<file path="src/rtl/cfp_pkg.sv">
// Shared types and constants for the control frame parser.
// Used by the interfaces, the register file, the parse core and the top level.
`default_nettype none

package cfp_pkg;

  // Longest control payload the parser accepts.
  localparam int unsigned MAX_PAYLOAD = 8;

  localparam int unsigned BYTE_W  = 8;
  localparam int unsigned LEN_W   = 4;
  localparam int unsigned CMD_W   = 2;
  localparam int unsigned CFG_IDX_W = 3;
  localparam int unsigned CFG_DATA_W = 8;

  // Register indexes on the configuration port.
  localparam logic [CFG_IDX_W-1:0] REG_HEADER_FIRST   = 3'd0;
  localparam logic [CFG_IDX_W-1:0] REG_HEADER_SECOND  = 3'd1;
  localparam logic [CFG_IDX_W-1:0] REG_CONTROL_TYPE   = 3'd2;
  localparam logic [CFG_IDX_W-1:0] REG_CONTROL_LENGTH = 3'd3;
  localparam logic [CFG_IDX_W-1:0] REG_PAUSE_CODE     = 3'd4;
  localparam logic [CFG_IDX_W-1:0] REG_RESUME_CODE    = 3'd5;

  // Reset values of the registers.
  localparam logic [BYTE_W-1:0] RST_HEADER_FIRST   = 8'hAA;
  localparam logic [BYTE_W-1:0] RST_HEADER_SECOND  = 8'h55;
  localparam logic [BYTE_W-1:0] RST_CONTROL_TYPE   = 8'h02;
  localparam logic [LEN_W-1:0]  RST_CONTROL_LENGTH = 4'h1;
  localparam logic [BYTE_W-1:0] RST_PAUSE_CODE     = 8'h01;
  localparam logic [BYTE_W-1:0] RST_RESUME_CODE    = 8'h02;

  typedef enum logic [5:0] {
    PH_HUNT1 = 6'b000001,
    PH_HUNT2 = 6'b000010,
    PH_TYPE  = 6'b000100,
    PH_LEN   = 6'b001000,
    PH_PAY   = 6'b010000,
    PH_CHECK = 6'b100000
  } phase_t;

  typedef enum logic [CMD_W-1:0] {
    CMD_NONE   = 2'd0,
    CMD_PAUSE  = 2'd1,
    CMD_RESUME = 2'd2
  } cmd_t;

  typedef struct packed {
    logic [BYTE_W-1:0] header_first;
    logic [BYTE_W-1:0] header_second;
    logic [BYTE_W-1:0] control_type;
    logic [LEN_W-1:0]  control_length;
    logic [BYTE_W-1:0] pause_code;
    logic [BYTE_W-1:0] resume_code;
  } cfg_t;

  typedef struct packed {
    cmd_t command;
    logic frame_good;
    logic frame_bad;
    logic paused;
  } result_t;

endpackage

`default_nettype wire

</file>
<file path="src/rtl/cfp_rx_if.sv">
// Receive byte channel: valid/ready handshake carrying one serial byte per beat.
// Depends on cfp_pkg for the byte width.
`default_nettype none

interface cfp_rx_if;
  logic                           valid;
  logic                           ready;
  logic [cfp_pkg::BYTE_W-1:0]     rx_data;

  modport source (output valid, output rx_data, input ready);
  modport sink (input valid, input rx_data, output ready);
endinterface

`default_nettype wire

</file>
<file path="src/rtl/cfp_res_if.sv">
// Result channel: valid/ready handshake carrying one parse result per beat.
// Depends on cfp_pkg for the command width.
`default_nettype none

interface cfp_res_if;
  logic                        valid;
  logic                        ready;
  logic [cfp_pkg::CMD_W-1:0]   command;
  logic                        frame_good;
  logic                        frame_bad;
  logic                        paused;

  modport source (output valid, output command, output frame_good, output frame_bad,
                  output paused, input ready);
  modport sink (input valid, input command, input frame_good, input frame_bad,
                input paused, output ready);
endinterface

`default_nettype wire

</file>
<file path="src/rtl/cfp_cfg_regs.sv">
// Configuration register file for the control frame parser.
// Depends on cfp_pkg for register indexes, reset values and cfg_t.
`default_nettype none

module cfp_cfg_regs (
  input  wire logic                              clk,
  input  wire logic                              rst,
  input  wire logic                              cfg_we,
  input  wire logic [cfp_pkg::CFG_IDX_W-1:0]     cfg_index,
  input  wire logic [cfp_pkg::CFG_DATA_W-1:0]    cfg_data,
  output cfp_pkg::cfg_t                          cfg
);

  always_ff @(posedge clk) begin
    if (rst) begin
      cfg.header_first   <= cfp_pkg::RST_HEADER_FIRST;
      cfg.header_second  <= cfp_pkg::RST_HEADER_SECOND;
      cfg.control_type   <= cfp_pkg::RST_CONTROL_TYPE;
      cfg.control_length <= cfp_pkg::RST_CONTROL_LENGTH;
      cfg.pause_code     <= cfp_pkg::RST_PAUSE_CODE;
      cfg.resume_code    <= cfp_pkg::RST_RESUME_CODE;
    end else if (cfg_we) begin
      case (cfg_index)
        cfp_pkg::REG_HEADER_FIRST:   cfg.header_first   <= cfg_data;
        cfp_pkg::REG_HEADER_SECOND:  cfg.header_second  <= cfg_data;
        cfp_pkg::REG_CONTROL_TYPE:   cfg.control_type   <= cfg_data;
        cfp_pkg::REG_CONTROL_LENGTH: cfg.control_length <= cfg_data[cfp_pkg::LEN_W-1:0];
        cfp_pkg::REG_PAUSE_CODE:     cfg.pause_code     <= cfg_data;
        cfp_pkg::REG_RESUME_CODE:    cfg.resume_code    <= cfg_data;
        default: ;
      endcase
    end
  end

endmodule

`default_nettype wire

</file>
<file path="src/rtl/cfp_parse_core.sv">
// Parse core: input byte register, frame state machine and result register.
// Depends on cfp_pkg for phase_t, cmd_t, cfg_t and result_t.
`default_nettype none

module cfp_parse_core (
  input  wire logic                          clk,
  input  wire logic                          rst,
  input  cfp_pkg::cfg_t                      cfg,
  input  wire logic                          in_valid,
  output logic                               in_ready,
  input  wire logic [cfp_pkg::BYTE_W-1:0]    in_data,
  output logic                               out_valid,
  input  wire logic                          out_ready,
  output cfp_pkg::result_t                   out_res
);

  logic                          byte_valid;
  logic [cfp_pkg::BYTE_W-1:0]    byte_data;
  logic                          advance;

  cfp_pkg::phase_t               phase, phase_next;
  logic [cfp_pkg::LEN_W-1:0]     frame_length, frame_length_next;
  logic [cfp_pkg::LEN_W-1:0]     payload_count, payload_count_next;
  logic [cfp_pkg::BYTE_W-1:0]    running_check, running_check_next;
  logic [cfp_pkg::BYTE_W-1:0]    first_payload, first_payload_next;
  logic                          paused_flag, paused_flag_next;
  cfp_pkg::result_t              res_next;

  // Move the held byte into the result register whenever that register frees up.
  assign advance  = byte_valid && (!out_valid || out_ready);
  assign in_ready = !byte_valid || advance;

  always_ff @(posedge clk) begin
    if (rst) begin
      byte_valid <= 1'b0;
    end else if (in_ready) begin
      byte_valid <= in_valid;
    end
  end

  always_ff @(posedge clk) begin
    if (in_valid && in_ready) begin
      byte_data <= in_data;
    end
  end

  always_comb begin
    phase_next         = phase;
    frame_length_next  = frame_length;
    payload_count_next = payload_count;
    running_check_next = running_check;
    first_payload_next = first_payload;
    paused_flag_next   = paused_flag;
    res_next.command    = cfp_pkg::CMD_NONE;
    res_next.frame_good = 1'b0;
    res_next.frame_bad  = 1'b0;

    case (phase)
      cfp_pkg::PH_HUNT1: begin
        if (byte_data == cfg.header_first) begin
          phase_next = cfp_pkg::PH_HUNT2;
        end
      end
      cfp_pkg::PH_HUNT2: begin
        // A wrong second header drops straight to hunting, not re-checked.
        phase_next = (byte_data == cfg.header_second) ? cfp_pkg::PH_TYPE : cfp_pkg::PH_HUNT1;
      end
      cfp_pkg::PH_TYPE: begin
        running_check_next = byte_data;
        phase_next = (byte_data == cfg.control_type) ? cfp_pkg::PH_LEN : cfp_pkg::PH_HUNT1;
      end
      cfp_pkg::PH_LEN: begin
        running_check_next = running_check ^ byte_data;
        if (byte_data == {{(cfp_pkg::BYTE_W-cfp_pkg::LEN_W){1'b0}}, cfg.control_length} &&
            byte_data != '0 &&
            byte_data <= cfp_pkg::BYTE_W'(cfp_pkg::MAX_PAYLOAD)) begin
          frame_length_next  = byte_data[cfp_pkg::LEN_W-1:0];
          payload_count_next = '0;
          phase_next         = cfp_pkg::PH_PAY;
        end else begin
          phase_next = cfp_pkg::PH_HUNT1;
        end
      end
      cfp_pkg::PH_PAY: begin
        if (payload_count == '0) begin
          first_payload_next = byte_data;
        end
        running_check_next = running_check ^ byte_data;
        payload_count_next = payload_count + 1'b1;
        if (payload_count_next >= frame_length) begin
          phase_next = cfp_pkg::PH_CHECK;
        end
      end
      cfp_pkg::PH_CHECK: begin
        phase_next = cfp_pkg::PH_HUNT1;
        if (byte_data == running_check) begin
          res_next.frame_good = 1'b1;
          // Pause wins when both codes are equal.
          if (first_payload == cfg.pause_code) begin
            paused_flag_next = 1'b1;
            res_next.command = cfp_pkg::CMD_PAUSE;
          end else if (first_payload == cfg.resume_code) begin
            paused_flag_next = 1'b0;
            res_next.command = cfp_pkg::CMD_RESUME;
          end
        end else begin
          res_next.frame_bad = 1'b1;
        end
      end
      default: begin
        phase_next = cfp_pkg::PH_HUNT1;
      end
    endcase

    res_next.paused = paused_flag_next;
  end

  always_ff @(posedge clk) begin
    if (rst) begin
      phase         <= cfp_pkg::PH_HUNT1;
      frame_length  <= '0;
      payload_count <= '0;
      running_check <= '0;
      paused_flag   <= 1'b0;
    end else if (advance) begin
      phase         <= phase_next;
      frame_length  <= frame_length_next;
      payload_count <= payload_count_next;
      running_check <= running_check_next;
      paused_flag   <= paused_flag_next;
    end
  end

  always_ff @(posedge clk) begin
    if (advance) begin
      first_payload <= first_payload_next;
      out_res       <= res_next;
    end
  end

  always_ff @(posedge clk) begin
    if (rst) begin
      out_valid <= 1'b0;
    end else if (advance) begin
      out_valid <= 1'b1;
    end else if (out_ready) begin
      out_valid <= 1'b0;
    end
  end

endmodule

`default_nettype wire

</file>
<file path="src/rtl/control_frame_parser.sv">
// Control frame parser top level: configuration registers plus the parse core.
// Depends on cfp_pkg, cfp_rx_if, cfp_res_if, cfp_cfg_regs and cfp_parse_core.
`default_nettype none

// Parses frames of header_first, header_second, type, length, payload, checksum
// from a byte stream, one result beat per received byte. Each byte passes an
// input register and then a result register, and a new byte is taken every
// cycle while results keep draining; the rate is one byte per cycle, set by
// the phase update that the core makes for each byte it takes.
// The checksum is the XOR of type, length and payload bytes; a good frame whose
// first payload byte is the pause or resume code sets or clears the paused flag.
// Write configuration only while no byte is in flight.
module control_frame_parser (
  input  wire logic                              clk,
  input  wire logic                              rst,
  cfp_rx_if.sink                                 rx,
  cfp_res_if.source                              res,
  input  wire logic                              cfg_we,
  input  wire logic [cfp_pkg::CFG_IDX_W-1:0]     cfg_index,
  input  wire logic [cfp_pkg::CFG_DATA_W-1:0]    cfg_data
);

  cfp_pkg::cfg_t     cfg;
  cfp_pkg::result_t  out_res;
  logic              out_valid;
  logic              in_ready;

  cfp_cfg_regs u_cfg_regs (
    .clk       (clk),
    .rst       (rst),
    .cfg_we    (cfg_we),
    .cfg_index (cfg_index),
    .cfg_data  (cfg_data),
    .cfg       (cfg)
  );

  cfp_parse_core u_parse_core (
    .clk       (clk),
    .rst       (rst),
    .cfg       (cfg),
    .in_valid  (rx.valid),
    .in_ready  (in_ready),
    .in_data   (rx.rx_data),
    .out_valid (out_valid),
    .out_ready (res.ready),
    .out_res   (out_res)
  );

  assign rx.ready       = in_ready;
  assign res.valid      = out_valid;
  assign res.command    = out_res.command;
  assign res.frame_good = out_res.frame_good;
  assign res.frame_bad  = out_res.frame_bad;
  assign res.paused     = out_res.paused;

endmodule

`default_nettype wire
</file>
<file path="src/flat_wrapper.sv">
// flat-port wrapper written by rule: the top's interface ports become plain ports
module control_frame_parser_flat 
  (clk, rst, cfg_we, cfg_index, cfg_data, rx_valid, rx_rx_data, rx_ready, res_valid, res_command, res_frame_good, res_frame_bad, res_paused, res_ready);
  cfp_rx_if rx_i ();
  cfp_res_if res_i ();
  input  wire logic clk;
  input  wire logic rst;
  input  wire logic cfg_we;
  input  wire logic [cfp_pkg::CFG_IDX_W-1:0] cfg_index;
  input  wire logic [cfp_pkg::CFG_DATA_W-1:0] cfg_data;
  input wire logic [$bits(rx_i.valid)-1:0] rx_valid;
  input wire logic [$bits(rx_i.rx_data)-1:0] rx_rx_data;
  output wire logic [$bits(rx_i.ready)-1:0] rx_ready;
  output wire logic [$bits(res_i.valid)-1:0] res_valid;
  output wire logic [$bits(res_i.command)-1:0] res_command;
  output wire logic [$bits(res_i.frame_good)-1:0] res_frame_good;
  output wire logic [$bits(res_i.frame_bad)-1:0] res_frame_bad;
  output wire logic [$bits(res_i.paused)-1:0] res_paused;
  input wire logic [$bits(res_i.ready)-1:0] res_ready;
  assign rx_i.valid = rx_valid;
  assign rx_i.rx_data = rx_rx_data;
  assign rx_ready = rx_i.ready;
  assign res_valid = res_i.valid;
  assign res_command = res_i.command;
  assign res_frame_good = res_i.frame_good;
  assign res_frame_bad = res_i.frame_bad;
  assign res_paused = res_i.paused;
  assign res_i.ready = res_ready;
  control_frame_parser u_core (.clk(clk), .rst(rst), .rx(rx_i), .res(res_i), .cfg_we(cfg_we), .cfg_index(cfg_index), .cfg_data(cfg_data));
endmodule
</file>
<file path="config.mk">
export PLATFORM = sky130hd
export DESIGN_NAME = control_frame_parser_flat
export DESIGN_NICKNAME = d
export VERILOG_FILES = /design/src/rtl/cfp_pkg.sv /design/src/rtl/cfp_rx_if.sv /design/src/rtl/cfp_res_if.sv /design/src/rtl/cfp_cfg_regs.sv /design/src/rtl/cfp_parse_core.sv /design/src/rtl/control_frame_parser.sv /design/src/flat_wrapper.sv
export SDC_FILE = /design/constraint.sdc
export NUM_CORES = 1
export LEC_CHECK = 0
export ABC_CLOCK_PERIOD_IN_PS = 4500
export BUFFER_PORTS_ARGS = -buffer_cell sky130_fd_sc_hd__buf_2
export CAP_MARGIN = 20
export CORE_MARGIN = 3
export CORE_UTILIZATION = 31
export DETAILED_ROUTE_END_ITERATION = 7
export PLACE_DENSITY = 0.48
export SLEW_MARGIN = 20
export SYNTH_ARGS = -nofsm -noshare
export SYNTH_HDL_FRONTEND = slang
export SYNTH_SLANG_ARGS = --single-unit
</file>
<file path="constraint.sdc">
create_clock -name clk -period 4.5 [get_ports clk]
set_input_delay 0.675 -clock clk [delete_from_list [all_inputs] [get_ports clk]]
set_output_delay 0.675 -clock clk [all_outputs]
set_load 0.1 [all_outputs]
</file>
==> results.json, run 1 <==
{
  "status": "completed",
  "crit_slowest_cell": "nor3_1",
  "synth_nets": 516,
  "initialDrtViolationCount": 207,
  "post-route-drc-count": 0,
  "insertion_delay_ns": 0.35,
  "hold_depth": 2,
  "startpoint_type": "input pin",
  "cts_setup_buffers": 0,
  "max_freq_mhz": 395.6,
  "post-synth-top-count-cell": "nand2_1",
  "fin_crit_sh": 0.5618,
  "antenna_cells": 0,
  "whs_ns": 0.4680,
  "synth_ff_type": "dfxtp_1",
  "rsz0062_at_grt": "false",
  "routed_via_density": 4.968,
  "critPathLaunch": "res_ready",
  "syn2layout_area_growth_pct": 12.19,
  "p_sw_uw": 429.1,
  "antenna_left": 0,
  "h-tree-depth": 3,
  "finalSetupTns_ns": 0,
  "slew_viol_final": 0,
  "fp.dieH_um": 125.5,
  "ys_warn_count": 0,
  "hold_violations": 0,
  "p_sw_frac": 0.2518,
  "ys_types": 53,
  "reg2reg_depth": 5,
  "core_mm2": 0.01393,
  "port_buffers": 30,
  "share_seq_of_total_power": 0.510,
  "dr_wl_met3_um": 498,
  "postCtsHoldBufs": 0,
  "finClkSkew_ns": 0.008920,
  "async_reset_ff_frac": 0,
  "initial_utilization": 0.3175,
  "ys_top_cells_by_area": "dfxtp_1, edfxtp_1, xnor2_1",
  "fin_nets": 535,
  "wl_per_cell_um": 16.64,
  "slowest_delay_ns": 0.74,
  "cp-end-kind": "flip-flop",
  "clock_sinks": 90,
  "synth_top_area_frac": 0.3122,
  "ys_seq_area_frac": 0.4548,
  "grt_pass1_vias": 3292,
  "clockBufferDepth": 2,
  "crit_fanout": 14,
  "gp_congestion": 0.7744,
  "critical_path_arrival_ns": 2.50,
  "yosysTopAreaCell": "dfxtp_1",
  "p_int_mw": 1.275,
  "antenna_found_initial": 0,
  "vdd_drop_max_mv": 0.3024,
  "maxCapViolCount": 0,
  "grt-ovfl-total": 0,
  "fp.dieW_um": 125.5,
  "first_pass_iters": 4,
  "top_layer": "met4",
  "hold_path.class": "reg2reg",
  "io_pins": 31,
  "tightestPinTransition_ns": 0.9617,
  "dp_cells": 674,
  "p_leak_nw": 1.695,
  "grt_pass1_wl_um": 18400,
  "ff2ff_setup_slack_ns": 1.97,
  "r2r_start": "u_core.u_parse_core.out_valid$_SDFFE_PP0P_",
  "power_density_mw_per_mm2": 343.4,
  "synth-edff-count": 21,
  "wirelength_um": 11480,
  "synth_seq_cells": 90,
  "path_cells": "buf_2, nor2b_1, nand2b_1, clkinv_1, nand3b_1, nor3_1",
  "track_usage": 0.1501,
  "num_vias": 3428,
  "r2r_end": "u_core.u_parse_core.first_payload[7]$_DFFE_PP_",
  "drt-met1-wl_um": 5459,
  "cts_resized": 0,
  "path_class": "in2reg",
  "cts_tree": "built",
  "syn_area_per_cell_um2": 9.103,
  "syn_area_mm2": 0.004424,
  "synth_common_cells": "nand2_1, dfxtp_1, xnor2_1",
  "endpoint": "u_core.u_parse_core.first_payload[7]$_DFFE_PP_",
  "drive_gt1_frac": 0.1275,
  "synthCells": 486,
  "wl_met2_um": 5289,
  "required_ns": 4.47,
  "relSlewSlack": 0.3539,
  "pwr-share-clk": 0.421,
  "rows": 43,
  "dieArea_mm2": 0.01574,
  "period_needed_ns": 2.528,
  "grt_max_degree": 58,
  "root_buffer": "clkbuf_16",
  "dp_hpwl_um": 8006,
  "layoutNonFillerInstCount": 690,
  "clk_pin_slew_ns": 0.06,
  "finalSetupViolations": 0,
  "power_frac_comb": 0.069,
  "cts_buffers": 9
}
## flip-flops by register name, summed over array words and instances (netlist names)
name	cells
u_core.u_cfg_regs.cfg	44
u_core.u_parse_core.byte_data	8
u_core.u_parse_core.first_payload	8
u_core.u_parse_core.running_check	8
u_core.u_parse_core.phase	6
u_core.u_parse_core.out_res	5
u_core.u_parse_core.frame_length	4
u_core.u_parse_core.payload_count	4
u_core.u_parse_core.byte_valid	1
u_core.u_parse_core.out_valid	1
u_core.u_parse_core.paused_flag	1
## worst max-delay path, delay by kind of cell
family | cells | cell delay (ns)
buffers and inverters | 2 | 0.47
and+or+nand+nor | 4 | 1.35
## final cells by class
class,instances,area [um2]
Sequential cell,90,2012
Clock buffer,11,242.7
Tap cell,180,225.2
Timing Repair Buffer,31,157.7
Fill cell,1404,8971
Inverter,9,33.78
Clock inverter,5,38.79
Multi-Input combinational cell,364,2253
## cell families after synthesis
kind of cell    count (synthesis)  synth area share
simple gates                  205            0.2265
compound gates                 90            0.1386
buf+inv                        32           0.03591
flops                          90            0.4547
fa+ha+maj                       6           0.01697
xor+xnor                       54            0.1069
mux                             9           0.02036
## stage by stage
stage	area, um2	util	worst slack (ns)	power [mW]
3_3_place_gp	4682	0.3360	1.660	1.005
4_1_cts	4964	0.3562	1.936	1.733
3_5_place_dp	4682	0.3360	1.577	1.007
5_1_grt	4964	0.3562	1.726	1.777
2_1_floorplan	4424	-	1.905	0.9607
6_report	4964	0.3562	1.972	1.704
## power by group through the flow
| stage | logic (mW) | clock network, mW | registers, mW |
|---|---|---|---|
| floorplan | 0.0769 | 0 | 0.884 |
| global placement | 0.118 | 0 | 0.888 |
| detailed placement | 0.119 | 0 | 0.888 |
| CTS | 0.119 | 0.744 | 0.870 |
| global route | 0.129 | 0.776 | 0.872 |
| finish | 0.118 | 0.717 | 0.869 |
## layout by cell type, fill, tap and decap left out, types with 4 or more instances in the layout
cell type,netlist,final
a21oi_1,38,38
a32o_1,9,9
buf_2,7,30
clkbuf_16,0,9
dfxtp_1,69,69
edfxtp_1,21,21
ha_1,6,6
inv_1,8,8
mux2i_1,9,9
nand2_1,97,97
nand2b_1,4,4
nand3_1,19,19
nand4_1,16,16
nor2_1,26,26
nor2b_1,11,11
nor3_1,9,9
nor4_1,4,4
o21ai_0,10,10
o21ai_2,7,7
o31ai_1,4,4
xnor2_1,45,45
xor2_1,9,9
## how the worst min path moves through the flow
stage | to | from | slack, ns
CTS | u_core.u_cfg_regs.cfg[40]$_SDFFE_PP0P_ | u_core.u_cfg_regs.cfg[40]$_SDFFE_PP0P_ | 0.47
finish | u_core.u_cfg_regs.cfg[6]$_SDFFE_PP0P_ | u_core.u_cfg_regs.cfg[6]$_SDFFE_PP0P_ | 0.47
global placement | u_core.u_cfg_regs.cfg[2]$_SDFFE_PP0P_ | u_core.u_cfg_regs.cfg[2]$_SDFFE_PP0P_ | 0.45
detailed placement | u_core.u_cfg_regs.cfg[40]$_SDFFE_PP0P_ | u_core.u_cfg_regs.cfg[40]$_SDFFE_PP0P_ | 0.46
global route | u_core.u_cfg_regs.cfg[2]$_SDFFE_PP0P_ | u_core.u_cfg_regs.cfg[2]$_SDFFE_PP0P_ | 0.49
floorplan | u_core.u_parse_core.first_payload[1]$_DFFE_PP_ | u_core.u_parse_core.byte_data[1]$_DFFE_PP_ | 0.42
## metal layers
metal / track usage / vias up
li1: - / 1722
met1: 0.2003 / 1616
met2: 0.2310 / 73
met3: 0.04357 / 17
met4: 0.05548 / 0
met5: 0 / -
Power figures use the tool's default switching activity.
==> run 2, diff against run 1 <==
--- a/config.mk
+++ b/config.mk
@@ -5,13 +5,14 @@
 export SDC_FILE = /design/constraint.sdc
 export NUM_CORES = 1
 export LEC_CHECK = 0
-export ABC_CLOCK_PERIOD_IN_PS = 4500
+export ABC_AREA = 1
+export ABC_CLOCK_PERIOD_IN_PS = 2200
 export BUFFER_PORTS_ARGS = -buffer_cell sky130_fd_sc_hd__buf_2
 export CAP_MARGIN = 20
 export CORE_MARGIN = 3
 export CORE_UTILIZATION = 31
 export DETAILED_ROUTE_END_ITERATION = 7
-export PLACE_DENSITY = 0.48
+export PLACE_DENSITY = 0.49
 export SLEW_MARGIN = 20
 export SYNTH_ARGS = -nofsm -noshare
 export SYNTH_HDL_FRONTEND = slang
==> constraint.sdc (replaced) <==
create_clock -name clk -period 2.2 [get_ports clk]
set_input_delay 0.33 -clock clk [delete_from_list [all_inputs] [get_ports clk]]
set_output_delay 0.33 -clock clk [all_outputs]
set_load 0.1 [all_outputs]
==> results.json, run 2 <==
{
  "ys_types": 36,
  "root_buffer": "clkbuf_16",
  "tightestPinTransition_ns": 0.4773,
  "path_buf_inv": 2,
  "fin_util": 0.3672,
  "io_pins": 31,
  "initial_utilization": 0.3187,
  "hold_violations": 0,
  "synth_nets": 637,
  "max_flop_register": "u_core.u_cfg_regs.cfg",
  "crit_slowest_cell": "dfxtp_1",
  "dp_cells": 815,
  "async_reset_ff_frac": 0,
  "fin_area_mm2": 0.005136,
  "dp_hpwl_um": 8407,
  "finalSetupTns_ns": 0,
  "first_pass_iters": 5,
  "port_buffers": 30,
  "layout_common_cells": "nand2_1, inv_1, nor2_1, dfxtp_1, o21ai_0",
  "grt_pass1_wl_um": 18200,
  "initialDrtViolationCount": 222,
  "slowest_delay_ns": 0.39,
  "synth-edff-count": 21,
  "cp-end-kind": "flip-flop",
  "h-tree-depth": 3,
  "fin_crit_sh": 0.8940,
  "syn_area_per_cell_um2": 7.344,
  "required_ns": 2.44,
  "track_usage": 0.1461,
  "crit_fanout": 10,
  "cp_top_family": "adder cells",
  "clockBufferDepth": 2,
  "syn_area_mm2": 0.004458,
  "synth_seq_cells": 90,
  "period_needed_ns": 1.967,
  "grt_max_degree": 56,
  "ys_warn_count": 0,
  "antenna_left": 0,
  "finalWorstSetupSlack_ns": 0.2333,
  "path_class": "reg2reg",
  "synthCells": 607,
  "antenna_cells": 0,
  "power_density_mw_per_mm2": 732.9,
  "place_ws_ns": 0.2278,
  "hold_path.class": "in2reg",
  "drive_gt1_frac": 0.1321,
  "finalSetupViolations": 0,
  "maxCapViolCount": 0,
  "yosysTopAreaCell": "dfxtp_1",
  "synth_common_cells": "nand2_1, inv_1, nor2_1",
  "whs_ns": 0.1637,
  "postCtsHoldBufs": 0,
  "num_vias": 3796,
  "fp.dieH_um": 125.9,
  "cts_buffers": 9,
  "grt_pass1_vias": 3560,
  "relSlewSlack": 0.6806,
  "fp.dieW_um": 125.9,
  "cts_setup_buffers": 0,
  "synth_top_area_frac": 0.3099,
  "power.total_mw": 3.765,
  "core_mm2": 0.01399,
  "post-synth-top-count-cell": "nand2_1",
  "final_common_cell": "nand2_1",
  "ys_top_cells_by_area": "dfxtp_1, edfxtp_1, nand2_1",
  "critical_path_arrival_ns": 2.21,
  "post-route-drc-count": 0,
  "status": "completed",
  "gp_congestion": 0.8390,
  "largest_reg_flops": 44,
  "layoutNonFillerInstCount": 831,
  "vdd_drop_max_mv": 0.3299,
  "synth_ff_type": "dfxtp_1",
  "clk_pin_slew_ns": 0.06,
  "cts_resized": 0,
  "wl_per_cell_um": 13.57,
  "slew_viol_final": 0,
  "rsz0062_at_grt": "false",
  "fin_nets": 676,
  "finClkSkew_ns": 0.004601,
  "nFillCells": 1486,
  "wirelength_um": 11280,
  "grt-ovfl-total": 0,
  "antenna_found_initial": 0,
  "clock_sinks": 90,
  "rows": 43,
  "max_freq_mhz": 508.5,
  "placed_area_mm2": 0.004883,
  "routed_via_density": 4.568,
  "ys_seq_area_frac": 0.4513,
  "path_cells": "inv_1, ha_1, ha_1, inv_1, nor2_1, o21ai_0, nand4_2, nand3_2, nand2_1, nand2_1, nor2_1",
  "insertion_delay_ns": 0.34,
  "syn2layout_area_growth_pct": 15.21,
  "dieArea_mm2": 0.01586,
  "cts_tree": "built",
  "p_leak_nw": 2.304,
  "startpoint_type": "flip-flop"
}
run 2: area by class of cell:
class | count | area, um2 | share of cell area
Sequential cell | 90 | 2012 | 0.3917
Tap cell | 180 | 225.2 | 0.04385
Multi-Input combinational cell | 415 | 2063 | 0.4017
Clock buffer | 15 | 247.7 | 0.04823
Clock inverter | 1 | 5.005 | 0.0009744
Inverter | 88 | 330.3 | 0.06431
Timing Repair Buffer | 42 | 252.7 | 0.04921
run 2: cell families after synthesis:
logic type                 share of synthesized area
and+or+nand+nor                               0.2675
xor gates and xnor gates                     0.05305
AOI/OAI and AO/OA                             0.1193
buffers and inverters                        0.09205
adders and majority gates                    0.01684
DFF                                           0.4513
run 2: worst paths after layout:
| path | slack (ns) | start | cells after the start | to |
|---|---|---|---|---|
| worst max-delay path | 0.23 | u_core.u_parse_core.payload_count[0]$_SDFFE_PP0P_ | 11 | u_core.u_parse_core.phase[4]$_SDFFE_PP0P_ |
| worst min-delay path | 0.16 | rx_rx_data[6] | 1 | u_core.u_parse_core.byte_data[6]$_DFFE_PP_ |
| worst max register to register | 0.23 | u_core.u_parse_core.payload_count[0]$_SDFFE_PP0P_ | 11 | u_core.u_parse_core.phase[4]$_SDFFE_PP0P_ |
| worst min register to register | 0.47 | u_core.u_cfg_regs.cfg[40]$_SDFFE_PP0P_ | 2 | u_core.u_cfg_regs.cfg[40]$_SDFFE_PP0P_ |
run 2: worst register-to-register path: stages (launching register included):
cell and delay [ns]:
dfxtp_1 0.39, inv_1 0.08, ha_1 0.31, ha_1 0.31, inv_1 0.06, nor2_1 0.03, o21ai_0 0.17, nand4_2 0.14
nand3_2 0.19, nand2_1 0.08, nand2_1 0.06, nor2_1 0.04
run 2: power by group:
| part | switching (mW) | internal, mW |
|---|---|---|
| clock | 0.611 | 0.767 |
| combinational | 0.362 | 0.187 |
| sequential | 0.0695 | 1.77 |
run 2: per-layer routing:
metal  routed length (um)  track usage  vias to the layer above  share of wire
met2                 5018       0.2288                       65           0.44
met3                  490      0.03562                       10          0.043
li1                     -            -                     1987              -
met5                    0            0                        -              0
met1                 5640       0.2013                     1734           0.50
met4                  130      0.04227                        0          0.012
==> run 3, diff against run 2 <==
--- a/config.mk
+++ b/config.mk
@@ -9,6 +9,7 @@
 export ABC_CLOCK_PERIOD_IN_PS = 2200
 export BUFFER_PORTS_ARGS = -buffer_cell sky130_fd_sc_hd__buf_2
 export CAP_MARGIN = 20
+export CORE_ASPECT_RATIO = 1.25
 export CORE_MARGIN = 3
 export CORE_UTILIZATION = 31
 export DETAILED_ROUTE_END_ITERATION = 7
==> results.json, run 3 (same netlist as run 2, synthesis figures left out) <==
{
  "layoutNonFillerInstCount": 824,
  "fin_nets": 674,
  "tightestPinTransition_ns": 0.4880,
  "hold_depth": 1,
  "antenna_left": 0,
  "maxCapViolCount": 0,
  "wirelength_um": 11480,
  "grt_pass1_vias": 3657,
  "status": "completed",
  "clock_sinks": 90,
  "grt_max_degree": 61,
  "ff2ff_setup_slack_ns": 0.24,
  "max_flop_register": "u_core.u_cfg_regs.cfg",
  "postCtsHoldBufs": 0,
  "finalSetupViolations": 0,
  "cp-end-kind": "flip-flop",
  "num_vias": 3810,
  "slew_viol_final": 0,
  "core_mm2": 0.01393,
  "hold_violations": 0,
  "finalWorstSetupSlack_ns": 0.2400,
  "grt_pass1_wl_um": 18840,
  "vdd_drop_max_mv": 0.3512,
  "finalSetupTns_ns": 0,
  "initial_utilization": 0.3200,
  "clockBufferDepth": 2,
  "fin_crit_sh": 0.8909,
  "whs_ns": 0.1649,
  "relSlewSlack": 0.6735,
  "hold_path.class": "in2reg",
  "crit_fanout": 10,
  "path_class": "reg2reg",
  "clk_pin_slew_ns": 0.06,
  "routed_via_density": 4.624,
  "antenna_found_initial": 0,
  "antenna_cells": 0,
  "crit_slowest_cell": "dfxtp_1",
  "fp.dieH_um": 140.1,
  "root_buffer": "clkbuf_16",
  "syn2layout_area_growth_pct": 16.19,
  "critical_path_arrival_ns": 2.19,
  "io_pins": 31,
  "max_freq_mhz": 510.2,
  "dp_cells": 808,
  "first_pass_iters": 4,
  "dp_hpwl_um": 8412,
  "reg2reg_depth": 11,
  "h-tree-depth": 3,
  "cpMostUsedCell": "inv_1",
  "finClkSkew_ns": 0.006961,
  "startpoint_type": "flip-flop",
  "period_needed_ns": 1.960,
  "gp_congestion": 0.8140,
  "track_usage": 0.1530,
  "insertion_delay_ns": 0.34,
  "power_density_mw_per_mm2": 769.4,
  "layout_common_cells": "nand2_1, inv_1, nor2_1, dfxtp_1, o21ai_0",
  "slowest_delay_ns": 0.40,
  "dieArea_mm2": 0.01586,
  "p_leak_nw": 2.325,
  "cts_buffers": 9,
  "cts_tree": "built",
  "path_cells": "inv_1, ha_1, ha_1, inv_1, nor2_1, o21ai_0, nand4_2, nand3_4, inv_1, nand2_1, nand2_1",
  "largest_reg_flops": 44,
  "fp.dieW_um": 113.3,
  "grt-ovfl-total": 0,
  "multiInputGateArea_mm2": 0.002071,
  "final_common_cell": "nand2_1",
  "ff_latch_area_mm2": 0.002012,
  "wl_per_cell_um": 13.93,
  "rows": 48,
  "fin_util": 0.3718,
  "rsz0062_at_grt": "false",
  "initialDrtViolationCount": 196,
  "drive_gt1_frac": 0.1341,
  "required_ns": 2.43,
  "nFillCells": 1480,
  "port_buffers": 30,
  "place_ws_ns": 0.2253,
  "post-route-drc-count": 0
}
[run 3: worst paths after layout]
| kind | from | endpoint |
|---|---|---|
| worst min-delay path | rx_rx_data[3] | u_core.u_parse_core.byte_data[3]$_DFFE_PP_ |
| worst min register to register | u_core.u_parse_core.running_check[2]$_SDFFE_PP0P_ | u_core.u_parse_core.running_check[2]$_SDFFE_PP0P_ |
| worst max register to register | u_core.u_parse_core.payload_count[0]$_SDFFE_PP0P_ | u_core.u_parse_core.phase[0]$_SDFFE_PP1P_ |
| worst max-delay path | u_core.u_parse_core.payload_count[0]$_SDFFE_PP0P_ | u_core.u_parse_core.phase[0]$_SDFFE_PP1P_ |
[run 3: repair_timing]
item,4_1_cts,5_1_grt
setup endpoints to repair,0,2
gates resized for setup,0,1
buffers inserted,0,0
[run 3: layer usage]
metal  global-route usage  vias up  wire length (um)
li1                     -     1983                 -
met1               0.1907     1748              5110
met2               0.2547       71              5822
met3              0.02506        8               424
met4              0.07595        0               125
met5                    0        -                 0
[run 3: worst max-delay path: cells and delay by family (launching register included)]
family	cells	cell delay, ns
AOI/OAI and AO/OA	1	0.18
adders and majority gates	2	0.62
buffers and inverters	3	0.20
DFF	1	0.40
and+or+nand+nor	5	0.46
[run 3: final cells by class]
type / instances / share of cell area
timing repair buffer: 40 / 0.04589
tap: 175 / 0.04227
multi-input combinational: 415 / 0.3998
inverter: 88 / 0.06377
clock buffer: 14 / 0.05314
sequential: 90 / 0.3884
clock inverter: 2 / 0.006763
[run 3: stage by stage]
| stage | total power [mW] | instance area [um2] |
|---|---|---|
| 6_report | 3.985 | 5180 |
| 5_1_grt | 4.189 | 5180 |
| 4_1_cts | 4.039 | 5172 |
| 3_5_place_dp | 2.426 | 4862 |
| 3_3_place_gp | 2.415 | 4862 |
| 2_1_floorplan | 2.272 | 4486 |
[run 3: where the power goes]
part	internal, mW	switching (mW)	total [mW]
clock	0.980	0.612	1.59
combinational	0.187	0.369	0.556
sequential	1.77	0.0690	1.84
